--- src/hdl/assert_macros.svh ---
// shared assertion macros
`ifndef ASSERT_MACROS_SVH
`define ASSERT_MACROS_SVH

// plain property sampled on the block clock, off during reset
`define SLE_ASSERT(lbl, prop) \
  lbl: assert property (@(posedge clk_i) disable iff (!rst_ni) (prop)) \
    else $error("sle assertion failed");

// same-cycle implication
`define SLE_ASSERT_IMPL(lbl, pre, post) \
  lbl: assert property (@(posedge clk_i) disable iff (!rst_ni) (pre) |-> (post)) \
    else $error("sle implication failed");

`endif

--- src/hdl/sle_pkg.sv ---
package sle_pkg;

  localparam int unsigned DEPTH  = 32;
  localparam int unsigned AW     = $clog2(DEPTH);
  localparam int unsigned CW     = $clog2(DEPTH + 1);
  localparam int unsigned FUNC_W = 4;
  localparam int unsigned POS_W  = 6;
  localparam int unsigned VAL_W  = 32;
  localparam int unsigned ST_W   = 3;
  localparam int unsigned IDX_W  = 5;
  localparam int unsigned CNT_W  = 6;
  localparam int unsigned PW     = (POS_W > CW) ? POS_W : CW;

  localparam logic [FUNC_W-1:0] F_APPEND     = 4'd0;
  localparam logic [FUNC_W-1:0] F_PREPEND    = 4'd1;
  localparam logic [FUNC_W-1:0] F_DROP_LAST  = 4'd2;
  localparam logic [FUNC_W-1:0] F_DROP_FIRST = 4'd3;
  localparam logic [FUNC_W-1:0] F_INSERT_AT  = 4'd4;
  localparam logic [FUNC_W-1:0] F_DELETE_AT  = 4'd5;
  localparam logic [FUNC_W-1:0] F_DELETE_VAL = 4'd6;
  localparam logic [FUNC_W-1:0] F_FIND       = 4'd7;
  localparam logic [FUNC_W-1:0] F_SORT       = 4'd8;
  localparam logic [FUNC_W-1:0] F_REVERSE    = 4'd9;
  localparam logic [FUNC_W-1:0] F_CLEAR      = 4'd10;
  localparam logic [FUNC_W-1:0] F_DUMP       = 4'd11;

  localparam logic [ST_W-1:0] ST_OK       = 3'd0;
  localparam logic [ST_W-1:0] ST_FULL     = 3'd1;
  localparam logic [ST_W-1:0] ST_EMPTY    = 3'd2;
  localparam logic [ST_W-1:0] ST_BADPOS   = 3'd3;
  localparam logic [ST_W-1:0] ST_NOTFOUND = 3'd4;

  typedef enum logic [1:0] {WS_VALUE, WS_RDATA, WS_HOLD} wsel_e;
  typedef enum logic [1:0] {CO_NONE, CO_INC, CO_DEC, CO_CLR} cop_e;

  typedef struct packed {
    logic             take;
    logic             rd_en;
    logic [AW-1:0]    rd_addr;
    logic             wr_en;
    logic [AW-1:0]    wr_addr;
    wsel_e            wr_sel;
    logic             cap_a;
    cop_e             cnt_op;
    logic             emit;
    logic [ST_W-1:0]  st;
    logic [IDX_W-1:0] idx;
    logic             elem_rd;
    logic             last;
  } cmd_t;

  typedef struct packed {
    logic              in_valid;
    logic [FUNC_W-1:0] func;
    logic [POS_W-1:0]  pos;
    logic [CW-1:0]     cnt;
    logic              eq;
    logic              gt;
    logic              out_free;
  } stat_t;

endpackage

--- src/hdl/sle_dpath.sv ---
`include "assert_macros.svh"

module sle_dpath (
  input  logic                               clk_i,
  input  logic                               rst_ni,
  input  sle_pkg::cmd_t                      cmd_i,
  output sle_pkg::stat_t                     stat_o,
  input  logic                               in_valid_i,
  input  logic [sle_pkg::FUNC_W-1:0]         func_i,
  input  logic [sle_pkg::POS_W-1:0]          pos_i,
  input  logic signed [sle_pkg::VAL_W-1:0]   value_i,
  output logic                               out_valid_o,
  input  logic                               out_stall_i,
  output logic [sle_pkg::ST_W-1:0]           status_o,
  output logic [sle_pkg::IDX_W-1:0]          index_o,
  output logic signed [sle_pkg::VAL_W-1:0]   element_o,
  output logic [sle_pkg::CNT_W-1:0]          count_o,
  output logic                               last_o
);
  import sle_pkg::*;

  logic [VAL_W-1:0]        mem_q [DEPTH];
  logic [VAL_W-1:0]        rdata_q;
  logic [VAL_W-1:0]        a_q;
  logic [VAL_W-1:0]        wdata;
  logic [FUNC_W-1:0]       func_q;
  logic [POS_W-1:0]        pos_q;
  logic [VAL_W-1:0]        value_q;
  logic [CW-1:0]           cnt_q, cnt_d;
  logic                    out_valid_q;
  logic                    out_free;
  logic [ST_W-1:0]         status_q;
  logic [IDX_W-1:0]        index_q;
  logic [VAL_W-1:0]        element_q;
  logic [CNT_W-1:0]        count_q;
  logic                    last_q;

  always_comb begin
    case (cmd_i.wr_sel)
      WS_VALUE: wdata = value_q;
      WS_RDATA: wdata = rdata_q;
      WS_HOLD:  wdata = a_q;
      default:  wdata = value_q;
    endcase
  end

  always_ff @(posedge clk_i) begin
    if (cmd_i.wr_en) begin
      mem_q[cmd_i.wr_addr] <= wdata;
    end
    if (cmd_i.rd_en) begin
      rdata_q <= mem_q[cmd_i.rd_addr];
    end
    if (cmd_i.cap_a) begin
      a_q <= rdata_q;
    end
    if (in_valid_i && cmd_i.take) begin
      func_q  <= func_i;
      pos_q   <= pos_i;
      value_q <= value_i;
    end
  end

  always_comb begin
    case (cmd_i.cnt_op)
      CO_INC:  cnt_d = cnt_q + 1'b1;
      CO_DEC:  cnt_d = cnt_q - 1'b1;
      CO_CLR:  cnt_d = '0;
      default: cnt_d = cnt_q;
    endcase
  end

  assign out_free = !out_valid_q || !out_stall_i;

  always_ff @(posedge clk_i or negedge rst_ni) begin
    if (!rst_ni) begin
      cnt_q       <= '0;
      out_valid_q <= 1'b0;
    end else begin
      cnt_q <= cnt_d;
      if (cmd_i.emit) begin
        out_valid_q <= 1'b1;
      end else if (!out_stall_i) begin
        out_valid_q <= 1'b0;
      end
    end
  end

  // result beat payload
  always_ff @(posedge clk_i) begin
    if (cmd_i.emit) begin
      status_q  <= cmd_i.st;
      index_q   <= cmd_i.idx;
      element_q <= cmd_i.elem_rd ? rdata_q : '0;
      count_q   <= CNT_W'(cnt_q);
      last_q    <= cmd_i.last;
    end
  end

  always_comb begin
    stat_o          = '0;
    stat_o.in_valid = in_valid_i;
    stat_o.func     = func_q;
    stat_o.pos      = pos_q;
    stat_o.cnt      = cnt_q;
    stat_o.eq       = (rdata_q == value_q);
    stat_o.gt       = ($signed(a_q) > $signed(rdata_q));
    stat_o.out_free = out_free;
  end

  assign out_valid_o = out_valid_q;
  assign status_o    = status_q;
  assign index_o     = index_q;
  assign element_o   = element_q;
  assign count_o     = count_q;
  assign last_o      = last_q;

  `SLE_ASSERT(a_cnt_bound, cnt_q <= CW'(DEPTH))
  `SLE_ASSERT_IMPL(a_emit_free, cmd_i.emit, out_free)
  `SLE_ASSERT_IMPL(a_no_inc_full, cmd_i.cnt_op == CO_INC, cnt_q < CW'(DEPTH))

endmodule

--- src/hdl/sle_ctrl.sv ---
`include "assert_macros.svh"

module sle_ctrl (
  input  logic           clk_i,
  input  logic           rst_ni,
  input  sle_pkg::stat_t stat_i,
  output sle_pkg::cmd_t  cmd_o
);
  import sle_pkg::*;

  localparam logic [4:0] S_IDLE     = 5'd0;
  localparam logic [4:0] S_DISP     = 5'd1;
  localparam logic [4:0] S_INS_RD   = 5'd2;
  localparam logic [4:0] S_INS_WR   = 5'd3;
  localparam logic [4:0] S_DEL_RD   = 5'd4;
  localparam logic [4:0] S_DEL_WR   = 5'd5;
  localparam logic [4:0] S_FIND_RD  = 5'd6;
  localparam logic [4:0] S_FIND_CMP = 5'd7;
  localparam logic [4:0] S_SORT_CHK = 5'd8;
  localparam logic [4:0] S_SORT_RB  = 5'd9;
  localparam logic [4:0] S_SORT_CMP = 5'd10;
  localparam logic [4:0] S_SORT_WB  = 5'd11;
  localparam logic [4:0] S_REV_CHK  = 5'd12;
  localparam logic [4:0] S_REV_RB   = 5'd13;
  localparam logic [4:0] S_REV_W1   = 5'd14;
  localparam logic [4:0] S_REV_W2   = 5'd15;
  localparam logic [4:0] S_DMP_RD   = 5'd16;
  localparam logic [4:0] S_DMP_OUT  = 5'd17;
  localparam logic [4:0] S_DONE     = 5'd18;

  logic [4:0]       state_q, state_d;
  logic [CW-1:0]    i_q, i_d, j_q, j_d, lim_q, lim_d;
  logic [ST_W-1:0]  st_q, st_d;
  logic [IDX_W-1:0] idx_q, idx_d;
  logic [CW-1:0]    im1, ip1, jp1;
  logic             full, empty;

  assign im1   = i_q - 1'b1;
  assign ip1   = i_q + 1'b1;
  assign jp1   = j_q + 1'b1;
  assign full  = (stat_i.cnt == CW'(DEPTH));
  assign empty = (stat_i.cnt == '0);

  always_comb begin
    cmd_o        = '0;
    cmd_o.wr_sel = WS_VALUE;
    cmd_o.cnt_op = CO_NONE;
    state_d      = state_q;
    i_d          = i_q;
    j_d          = j_q;
    lim_d        = lim_q;
    st_d         = st_q;
    idx_d        = idx_q;
    case (state_q)
      S_IDLE: begin
        cmd_o.take = 1'b1;
        if (stat_i.in_valid) state_d = S_DISP;
      end
      S_DISP: begin
        st_d    = ST_OK;
        idx_d   = '0;
        state_d = S_DONE;
        case (stat_i.func)
          F_APPEND: begin
            if (full) st_d = ST_FULL;
            else begin
              cmd_o.wr_en   = 1'b1;
              cmd_o.wr_addr = stat_i.cnt[AW-1:0];
              cmd_o.cnt_op  = CO_INC;
            end
          end
          F_PREPEND: begin
            if (full) st_d = ST_FULL;
            else begin
              i_d     = stat_i.cnt;
              j_d     = '0;
              state_d = S_INS_RD;
            end
          end
          F_INSERT_AT: begin
            if (full) st_d = ST_FULL;
            else if (PW'(stat_i.pos) > PW'(stat_i.cnt)) st_d = ST_BADPOS;
            else begin
              i_d     = stat_i.cnt;
              j_d     = CW'(stat_i.pos);
              state_d = S_INS_RD;
            end
          end
          F_DROP_LAST: begin
            if (empty) st_d = ST_EMPTY;
            else cmd_o.cnt_op = CO_DEC;
          end
          F_DROP_FIRST: begin
            if (empty) st_d = ST_EMPTY;
            else begin
              i_d     = '0;
              state_d = S_DEL_RD;
            end
          end
          F_DELETE_AT: begin
            if (PW'(stat_i.pos) >= PW'(stat_i.cnt)) st_d = ST_BADPOS;
            else begin
              i_d     = CW'(stat_i.pos);
              state_d = S_DEL_RD;
            end
          end
          F_DELETE_VAL, F_FIND: begin
            i_d     = '0;
            state_d = S_FIND_RD;
          end
          F_SORT: begin
            j_d     = '0;
            lim_d   = empty ? '0 : stat_i.cnt - 1'b1;
            state_d = S_SORT_CHK;
          end
          F_REVERSE: begin
            i_d     = '0;
            j_d     = empty ? '0 : stat_i.cnt - 1'b1;
            state_d = S_REV_CHK;
          end
          F_CLEAR: cmd_o.cnt_op = CO_CLR;
          F_DUMP: begin
            if (empty) st_d = ST_EMPTY;
            else begin
              i_d     = '0;
              state_d = S_DMP_RD;
            end
          end
          default: ;
        endcase
      end
      // open a gap: move entries up from the tail down to the target slot
      S_INS_RD: begin
        if (i_q == j_q) begin
          cmd_o.wr_en   = 1'b1;
          cmd_o.wr_addr = i_q[AW-1:0];
          cmd_o.wr_sel  = WS_VALUE;
          cmd_o.cnt_op  = CO_INC;
          state_d       = S_DONE;
        end else begin
          cmd_o.rd_en   = 1'b1;
          cmd_o.rd_addr = im1[AW-1:0];
          state_d       = S_INS_WR;
        end
      end
      S_INS_WR: begin
        cmd_o.wr_en   = 1'b1;
        cmd_o.wr_addr = i_q[AW-1:0];
        cmd_o.wr_sel  = WS_RDATA;
        i_d           = im1;
        state_d       = S_INS_RD;
      end
      // close a gap: move entries down toward the head
      S_DEL_RD: begin
        if (ip1 >= stat_i.cnt) begin
          cmd_o.cnt_op = CO_DEC;
          state_d      = S_DONE;
        end else begin
          cmd_o.rd_en   = 1'b1;
          cmd_o.rd_addr = ip1[AW-1:0];
          state_d       = S_DEL_WR;
        end
      end
      S_DEL_WR: begin
        cmd_o.wr_en   = 1'b1;
        cmd_o.wr_addr = i_q[AW-1:0];
        cmd_o.wr_sel  = WS_RDATA;
        i_d           = ip1;
        state_d       = S_DEL_RD;
      end
      S_FIND_RD: begin
        if (i_q >= stat_i.cnt) begin
          st_d    = ST_NOTFOUND;
          state_d = S_DONE;
        end else begin
          cmd_o.rd_en   = 1'b1;
          cmd_o.rd_addr = i_q[AW-1:0];
          state_d       = S_FIND_CMP;
        end
      end
      S_FIND_CMP: begin
        if (stat_i.eq) begin
          if (stat_i.func == F_FIND) begin
            idx_d   = IDX_W'(i_q);
            state_d = S_DONE;
          end else begin
            state_d = S_DEL_RD;
          end
        end else begin
          i_d     = ip1;
          state_d = S_FIND_RD;
        end
      end
      // bubble pass: compare j and j+1, lim shrinks after each pass
      S_SORT_CHK: begin
        if (lim_q == '0) begin
          state_d = S_DONE;
        end else if (j_q == lim_q) begin
          lim_d = lim_q - 1'b1;
          j_d   = '0;
        end else begin
          cmd_o.rd_en   = 1'b1;
          cmd_o.rd_addr = j_q[AW-1:0];
          state_d       = S_SORT_RB;
        end
      end
      S_SORT_RB: begin
        cmd_o.cap_a   = 1'b1;
        cmd_o.rd_en   = 1'b1;
        cmd_o.rd_addr = jp1[AW-1:0];
        state_d       = S_SORT_CMP;
      end
      S_SORT_CMP: begin
        if (stat_i.gt) begin
          cmd_o.wr_en   = 1'b1;
          cmd_o.wr_addr = j_q[AW-1:0];
          cmd_o.wr_sel  = WS_RDATA;
          state_d       = S_SORT_WB;
        end else begin
          j_d     = jp1;
          state_d = S_SORT_CHK;
        end
      end
      S_SORT_WB: begin
        cmd_o.wr_en   = 1'b1;
        cmd_o.wr_addr = jp1[AW-1:0];
        cmd_o.wr_sel  = WS_HOLD;
        j_d           = jp1;
        state_d       = S_SORT_CHK;
      end
      S_REV_CHK: begin
        if (i_q >= j_q) begin
          state_d = S_DONE;
        end else begin
          cmd_o.rd_en   = 1'b1;
          cmd_o.rd_addr = i_q[AW-1:0];
          state_d       = S_REV_RB;
        end
      end
      S_REV_RB: begin
        cmd_o.cap_a   = 1'b1;
        cmd_o.rd_en   = 1'b1;
        cmd_o.rd_addr = j_q[AW-1:0];
        state_d       = S_REV_W1;
      end
      S_REV_W1: begin
        cmd_o.wr_en   = 1'b1;
        cmd_o.wr_addr = i_q[AW-1:0];
        cmd_o.wr_sel  = WS_RDATA;
        state_d       = S_REV_W2;
      end
      S_REV_W2: begin
        cmd_o.wr_en   = 1'b1;
        cmd_o.wr_addr = j_q[AW-1:0];
        cmd_o.wr_sel  = WS_HOLD;
        i_d           = ip1;
        j_d           = j_q - 1'b1;
        state_d       = S_REV_CHK;
      end
      S_DMP_RD: begin
        cmd_o.rd_en   = 1'b1;
        cmd_o.rd_addr = i_q[AW-1:0];
        state_d       = S_DMP_OUT;
      end
      S_DMP_OUT: begin
        if (stat_i.out_free) begin
          cmd_o.emit    = 1'b1;
          cmd_o.st      = ST_OK;
          cmd_o.idx     = IDX_W'(i_q);
          cmd_o.elem_rd = 1'b1;
          cmd_o.last    = (ip1 == stat_i.cnt);
          if (ip1 == stat_i.cnt) begin
            state_d = S_IDLE;
          end else begin
            i_d     = ip1;
            state_d = S_DMP_RD;
          end
        end
      end
      S_DONE: begin
        if (stat_i.out_free) begin
          cmd_o.emit = 1'b1;
          cmd_o.st   = st_q;
          cmd_o.idx  = idx_q;
          cmd_o.last = 1'b1;
          state_d    = S_IDLE;
        end
      end
      default: state_d = S_IDLE;
    endcase
  end

  always_ff @(posedge clk_i or negedge rst_ni) begin
    if (!rst_ni) begin
      state_q <= S_IDLE;
      i_q     <= '0;
      j_q     <= '0;
      lim_q   <= '0;
      st_q    <= ST_OK;
      idx_q   <= '0;
    end else begin
      state_q <= state_d;
      i_q     <= i_d;
      j_q     <= j_d;
      lim_q   <= lim_d;
      st_q    <= st_d;
      idx_q   <= idx_d;
    end
  end

  `SLE_ASSERT_IMPL(a_idle_quiet, state_q == S_IDLE,
                   !cmd_o.wr_en && cmd_o.cnt_op == CO_NONE && !cmd_o.emit)
  `SLE_ASSERT_IMPL(a_take_idle, cmd_o.take, state_q == S_IDLE)
  `SLE_ASSERT(a_ptr_bound, i_q <= CW'(DEPTH) && j_q <= CW'(DEPTH))

endmodule

--- src/hdl/sequential_list_engine.sv ---
// append, drop last and clear pass through the idle, dispatch and done states; shifts and searches
// walk the entries with a read state and a write or compare state each; dump reads each entry, then
// emits its beat, held while the output is stalled; sort runs bubble passes of read, compare and swap
// one command at a time: the element memory (one read, one write port) and the control fsm set the rate
// reset: asynchronous active low, clears count, fsm and output valid; the element memory is not
// cleared and needs no clearing pass
module sequential_list_engine (
  input  logic                             clk_i,
  input  logic                             rst_ni,
  input  logic                             in_valid_i,
  output logic                             in_stall_o,
  input  logic [sle_pkg::FUNC_W-1:0]       func_i,
  input  logic [sle_pkg::POS_W-1:0]        pos_i,
  input  logic signed [sle_pkg::VAL_W-1:0] value_i,
  output logic                             out_valid_o,
  input  logic                             out_stall_i,
  output logic [sle_pkg::ST_W-1:0]         status_o,
  output logic [sle_pkg::IDX_W-1:0]        index_o,
  output logic signed [sle_pkg::VAL_W-1:0] element_o,
  output logic [sle_pkg::CNT_W-1:0]        count_o,
  output logic                             last_o
);
  import sle_pkg::*;

  cmd_t  cmd;
  stat_t stat;

  sle_ctrl u_ctrl (
    .clk_i  (clk_i),
    .rst_ni (rst_ni),
    .stat_i (stat),
    .cmd_o  (cmd)
  );

  sle_dpath u_dpath (
    .clk_i       (clk_i),
    .rst_ni      (rst_ni),
    .cmd_i       (cmd),
    .stat_o      (stat),
    .in_valid_i  (in_valid_i),
    .func_i      (func_i),
    .pos_i       (pos_i),
    .value_i     (value_i),
    .out_valid_o (out_valid_o),
    .out_stall_i (out_stall_i),
    .status_o    (status_o),
    .index_o     (index_o),
    .element_o   (element_o),
    .count_o     (count_o),
    .last_o      (last_o)
  );

  assign in_stall_o = !cmd.take;

endmodule
--- config.mk ---
export PLATFORM = sky130hd
export DESIGN_NAME = sequential_list_engine
export DESIGN_NICKNAME = d
export VERILOG_FILES = /design/src/hdl/sle_pkg.sv /design/src/hdl/sle_dpath.sv /design/src/hdl/sle_ctrl.sv /design/src/hdl/sequential_list_engine.sv
export VERILOG_INCLUDE_DIRS = /design/src /design/src/hdl
export SDC_FILE = /design/constraint.sdc
export NUM_CORES = 2
export LEC_CHECK = 0
export BUFFER_PORTS_ARGS = -buffer_cell sky130_fd_sc_hd__buf_2
export CORE_MARGIN = 10
export CORE_UTILIZATION = 30
export CTS_CLUSTER_DIAMETER = 200
export DETAILED_ROUTE_END_ITERATION = 8
export GPL_ROUTABILITY_DRIVEN = 0
export GPL_TIMING_DRIVEN = 0
export PLACE_DENSITY_LB_ADDON = 0.3
export REMOVE_ABC_BUFFERS = 1
export SLEW_MARGIN = 15
export SYNTH_ARGS = -nofsm -noshare
export SYNTH_HDL_FRONTEND = slang
export SYNTH_HIERARCHICAL = 1
export SYNTH_SLANG_ARGS = --single-unit
--- constraint.sdc ---
create_clock -name clk_i -period 9.78 [get_ports clk_i]
set_input_delay 1.467 -clock clk_i [delete_from_list [all_inputs] [get_ports clk_i]]
set_output_delay 1.467 -clock clk_i [all_outputs]
set_load 0.05 [all_outputs]
# --- After elaboration in Yosys (flattened, before gate mapping) ---
# Memory sizes are Yosys's and may differ from the RTL's. A register that Yosys moved wholly into a read port is not among the register bits.
# Cells that the tools add are included.
totals:
  regBits: 159
  ramBits: 1024
  inputBits: 46
  out_inout_bits: 49
  wordCells: 209
  n_memories: 1
op_classes:
  addsub: 7
  magnitude_cmp: 6
  eq_ne: 60
  n_mux: 88
  n_reduce_logical: 30
memory_table:
  columns: ["memory", "words", "word_bits", "read_ports", "rd_ports_with_merged_regs", "write_ports", "line", "text"]
  rows:
  - ["u_dpath.mem_q", 32, 32, 1, 1, 1, "sle_dpath.sv:22", "logic [VAL_W-1:0] mem_q [DEPTH];"]
ops:
  columns: ["operator", "count"]
  rows:
  - ["$mux 6", 26]
  - ["$mux 5", 19]
  - ["$pmux 5 s19", 1]
  - ["$pmux 6 s5", 3]
  - ["$pmux 32 s2", 1]
  - ["$pmux 6 s8", 1]
  - ["$eq 5x4->1 const B", 8]
  - ["$pmux 5 s8", 1]
  - ["$pmux 6 s6", 1]
  - ["$eq 32x32->1", 1]
  - ["$gt 32x32->1", 1]
  - ["$ge 6x6->1", 4]
  - ["$pmux 6 s4", 1]
  - ["$sub 6x1->6 const B", 4]
  - ["$eq 5x3->1 const B", 4]
  - ["$add 6x1->6 const B", 3]
  - ["$eq 6x6->1", 3]
  - ["$pmux 6 s3", 1]
  - ["$pmux 9 s2", 1]
  - ["$eq 4x3->1 const B", 4]
  - ["$eq 4x4->1 const B", 4]
  - ["$mux 8", 2]
  - ["$eq 5x5->1 const B", 3]
  - ["$ne 3x3->1 const B", 5]
  - ["other kinds (41)", 89]

# --- Depth between registers and ports, before layout ---
logic_depth:
  ltp_word: 6
  ltp_mapped: 19

# --- Cells and area by module ---
# Netlist, hierarchy kept.
by_module_without_submodules:
  columns: ["module", "n_inst", "cells_each", "area_per_inst_um2"]
  rows:
  - ["sle_dpath", 1, 2000, 45912.8]
  - ["sle_ctrl", 1, 567, 4239.1]
  - ["sequential_list_engine", 1, 1, 3.8]

# --- Worst setup path before layout ---
# OpenSTA, ideal clock, no wires.
synth_timing:
  path_kind: "reg2reg"
  from: "register u_dpath.rdata_q[31], read port of u_dpath.mem_q"
  to: "memory u_dpath.mem_q[10][0] (enable)"
  arrival_ns: 4.540
  slack_ns: 4.819
  path_stages_with_launch: 16
  path_buffers: 0
  synth_period_minus_slack_ns: 4.961
  cell_sequence: "edfxtp_1 inv_1 ha_1 nand4_1 or2_2 nor3_1 o41ai_1 o211ai_1 mux2i_1 nor2b_1 a22oi_1 o21a_1 nor2_1 a221o_1 or3b_2 nor2_1"
synth_lines:
  columns: ["element", "line", "text"]
  rows:
  - ["from (decl)", "sle_dpath.sv:23", "logic [VAL_W-1:0] rdata_q;"]
  - ["to (decl)", "sle_dpath.sv:22", null]

==> reports/qor.yml <==
run_status:
  status: "finished clean"
global_routing:
  grt_pass1_wl_mm: 200.6
  grtUsageTotal_pct: 15.07
  first_global_vias: 26350
  globalRoute.totalOverflow: 0
  grt_antenna_before_repair: 1
  maximum_number_of_pins_on_one_net_before_global_route_repair: 47
sta:
  tns_ns: 0
  setup_viol_count_final: 0
  timing_max_transition_violations_final: 0
  min_period_over_period_pct: 68.95
  finalCriticalPeriod_ns: 6.743
  clock_skew_ns: 0.02613
  report.final.hold_viol_count: 0
  timing.hold.ws_ns: 0.4729
  achievable-frequency_mhz: 148.3
  setup_repair_after_global_routing_missed_its_margin: "false"
  max-slew-margin-rel_pct: 14.34
  tightestPinTransition_ns: 1.273
power:
  p_per_area_mw_per_mm2: 302.8
  p_leak_uw: 0.01920
  total_chip_power_uw: 18330
  ir_worst_vdd_v: 0.0001679
worst_setup_path:
  cp-end-kind: "register"
  reg2reg_setup_slack_ns: 3.04
  rr_startpoint: "u_ctrl/i_q[1]$_DFFE_PN0P_"
  path_max_fanout: 33
  critPathRequiredTime_ns: 10.28
  reg2reg_depth: 18
  critical_path.reg2reg.endpoint: "u_dpath/rdata_q[25]$_DFFE_PP_"
  crit_type: "reg2reg"
  cp_data_arrival_time_ns: 7.24
  critical_path.startpoint_type: "register"
clocking:
  tritoncts: "done"
  cts_hold_buffers: 0
  cts_max_level: 4
  cts_root_buffer: "sky130_fd_sc_hd__clkbuf_16"
  cts_sinks: 1215
  ctsResizeCount: 0
  clkSlewWorstSetupHoldPaths_ns: 0.06
  clock_buffers_created_by_tritoncts: 135
  total_setup_buffers_inserted_after_cts: 0
  cts_max_path_buffers: 3
  clock_insertion_delay_worst_skew_ns: 0.77
yosys:
  ys_seq_area_share_pct: 72.36
  yosysWarningCount: 6
  synth_top_area_cell: "sky130_fd_sc_hd__edfxtp_1"
  synth-edff-count: 1177
  yosys_most_used_dff: "sky130_fd_sc_hd__edfxtp_1"
  syn_area_mm2: 0.05016
  yosysTopAreaCellShare_pct: 70.47
  ys_top_cells_by_area: "sky130_fd_sc_hd__edfxtp_1, sky130_fd_sc_hd__mux4_2, sky130_fd_sc_hd__dfrtp_1, sky130_fd_sc_hd__ha_1, sky130_fd_sc_hd__mux2_2"
  yosysUniqueCellTypes: 78
  postSynth.asyncResetShare_pct: 3.128
  syn_inst: 2568
  ys_ff_latch: 1215
  syn-mean-instance-area_um2: 19.53
detailed_routing:
  detail_route.vias_per_cell: 5.151
  drt_wl_total_mm: 141.5
  final_antenna_net_count: 0
  drc_errors: 0
  drt_iter0_drc: 3292
  drt-wirelength-per-cell_um: 27.69
  dr_pass1_iterations: 6
  detailroute.via_count: 26320
cells_and_area:
  mostFrequentLayoutCell: "sky130_fd_sc_hd__edfxtp_1"
  finalCoreUtilization_pct: 36.33
  nNetsFinal: 2917
  area_growth_syn_to_layout_pct: 20.71
  drive_gt1_share_pct: 30.29
  mostFrequentLayoutCells: "sky130_fd_sc_hd__edfxtp_1, sky130_fd_sc_hd__mux4_2, sky130_fd_sc_hd__clkbuf_16, sky130_fd_sc_hd__nand2_1, sky130_fd_sc_hd__buf_2"
hold_path:
  whs_path_depth: 1
  hold_path_end: "u_ctrl/st_q[2]$_DFFE_PN0P_"
  worst_hold_startpoint: "u_ctrl/st_q[2]$_DFFE_PN0P_"
  min_path_type: "reg2reg"
floorplanning:
  die_x_um: 428.9
  initial_utilization_pct: 30.09
  die_h_um: 428.9
  ports_placed_on_the_boundary: 95
  coreArea_mm2: 0.1667
  row_count: 150
  die_area_mm2: 0.1839
run:
  cap_viol_max_count: 0
placement:
  dp_hpwl_mm: 96.00
  place.port_buffers: 94
## through the flow
step | worst slack [ns] | area [µm²] | cells
floorplan | -4.136 | 49530 | 2432
global placement | -11.53 | 52760 | 4730
detailed placement | 3.084 | 56330 | 4868
CTS | 3.057 | 60530 | 5109
global route | 2.736 | 60540 | 5109
finish | 3.037 | 60540 | 5110
## Yosys cell counts (8+ instances only)
master                     instances
sky130_fd_sc_hd__nand2_1          97
sky130_fd_sc_hd__a31oi_1           9
sky130_fd_sc_hd__a21o_1           12
sky130_fd_sc_hd__buf_2            35
sky130_fd_sc_hd__buf_1            18
sky130_fd_sc_hd__nand3_1          26
sky130_fd_sc_hd__nor4_1           12
sky130_fd_sc_hd__nor2_1           97
sky130_fd_sc_hd__inv_1            62
sky130_fd_sc_hd__a22oi_1          41
sky130_fd_sc_hd__nor3_1           24
sky130_fd_sc_hd__mux4_2          320
sky130_fd_sc_hd__xnor2_1          19
sky130_fd_sc_hd__a21oi_1          46
sky130_fd_sc_hd__edfxtp_1       1177
sky130_fd_sc_hd__nand4_1          15
sky130_fd_sc_hd__o22ai_1           8
sky130_fd_sc_hd__clkbuf_1         70
sky130_fd_sc_hd__a22o_1           13
sky130_fd_sc_hd__nor2b_1          12
sky130_fd_sc_hd__ha_1             69
sky130_fd_sc_hd__and2_1           40
sky130_fd_sc_hd__nand2b_1          9
sky130_fd_sc_hd__xor2_1           42
sky130_fd_sc_hd__mux2_2           37
sky130_fd_sc_hd__o211ai_1          9
sky130_fd_sc_hd__a221o_1          11
sky130_fd_sc_hd__o21ai_0          65
sky130_fd_sc_hd__dfrtp_1          38
## cell families (layout without fill, tap and decap cells)
kind of cell / after synthesis / after routing / share of synthesized area, %
flip-flops: 1215 / 1215 / 72.36
AND/OR/NAND/NOR: 381 / 381 / 3.899
multiplexers: 368 / 368 / 15.46
AO/OA/AOI/OAI: 275 / 275 / 3.744
buffers and inverters: 198 / 535 / 1.706
adder cells (fa/ha/maj): 70 / 70 / 1.761
XOR/XNOR: 61 / 61 / 1.065
other: 0 / 1 / 0
## power by group
| part | switching, µW | internal (µW) | total (µW) |
|---|---|---|---|
| Combinational | 3460 | 2900 | 6370 |
| Sequential | 467 | 6650 | 7110 |
| Clock | 2080 | 2770 | 4850 |
## worst max-delay path by stage
stage                                             start                            end  slack [ns]  cells after the start
after floorplan           u_ctrl/state_q[0]$_DFFE_PN0P_   u_dpath/rdata_q[0]$_DFFE_PP_       -4.14                      8
after global placement    u_ctrl/state_q[0]$_DFFE_PN0P_  u_dpath/rdata_q[12]$_DFFE_PP_      -11.53                      8
after CTS                     u_ctrl/i_q[1]$_DFFE_PN0P_  u_dpath/rdata_q[25]$_DFFE_PP_        3.06                     18
after global routing          u_ctrl/i_q[2]$_DFFE_PN0P_  u_dpath/rdata_q[25]$_DFFE_PP_        2.74                     17
after detailed placement      u_ctrl/i_q[1]$_DFFE_PN0P_  u_dpath/rdata_q[25]$_DFFE_PP_        3.08                     18
final                         u_ctrl/i_q[1]$_DFFE_PN0P_  u_dpath/rdata_q[25]$_DFFE_PP_        3.04                     18
## registers in the layout, indices dropped and copies added, names as in the netlist, 6 cells and up
signal and flops:
u_dpath/rdata_q 32, u_ctrl/j_q 6, u_dpath/value_q 32, u_ctrl/i_q 6, u_dpath/pos_q 6, u_dpath/cnt_q 6, u_dpath/mem_q 1024, u_dpath/a_q 32
u_dpath/element_o 32, u_dpath/count_o 6, u_ctrl/lim_q 6
## critical path: stages, from the launching register on
cell and delay (ns):
sky130_fd_sc_hd__dfrtp_1 0.74, sky130_fd_sc_hd__ha_1 0.34, sky130_fd_sc_hd__nand3_1 0.11, sky130_fd_sc_hd__xnor2_1 0.41, sky130_fd_sc_hd__ha_1 0.33, sky130_fd_sc_hd__and4_1 0.27, sky130_fd_sc_hd__a32oi_1 0.22, sky130_fd_sc_hd__and4_1 0.44
sky130_fd_sc_hd__nand2b_1 0.23, sky130_fd_sc_hd__o2bb2ai_1 0.15, sky130_fd_sc_hd__a211o_4 0.32, sky130_fd_sc_hd__buf_16 0.28, sky130_fd_sc_hd__buf_16 0.30, sky130_fd_sc_hd__buf_16 0.31, sky130_fd_sc_hd__buf_16 0.29, sky130_fd_sc_hd__buf_16 0.29
sky130_fd_sc_hd__mux4_2 0.56, sky130_fd_sc_hd__mux4_2 0.49, sky130_fd_sc_hd__mux2_2 0.27
## metal layers
layer  up-vias  GRT usage (%)  part of all wire (%)
li1      11070              -                     -
met3       186          2.966                   6.7
met1     14050          21.25                    44
met5         -              0                     0
met2      1021          23.91                    47
met4         0          3.611                   2.1
## area by class of cell
type	instances	area, µm²
clock inverters	72	673.1
repair buffers	232	3582
clock buffers	169	3527
fillers	15280	106100
multi-input cells	1155	13470
flip-flops and latches	1215	36290
inverters	62	232.7
diodes	1	2.502
well taps	2204	2758
(Power assumes the default switching activity.)
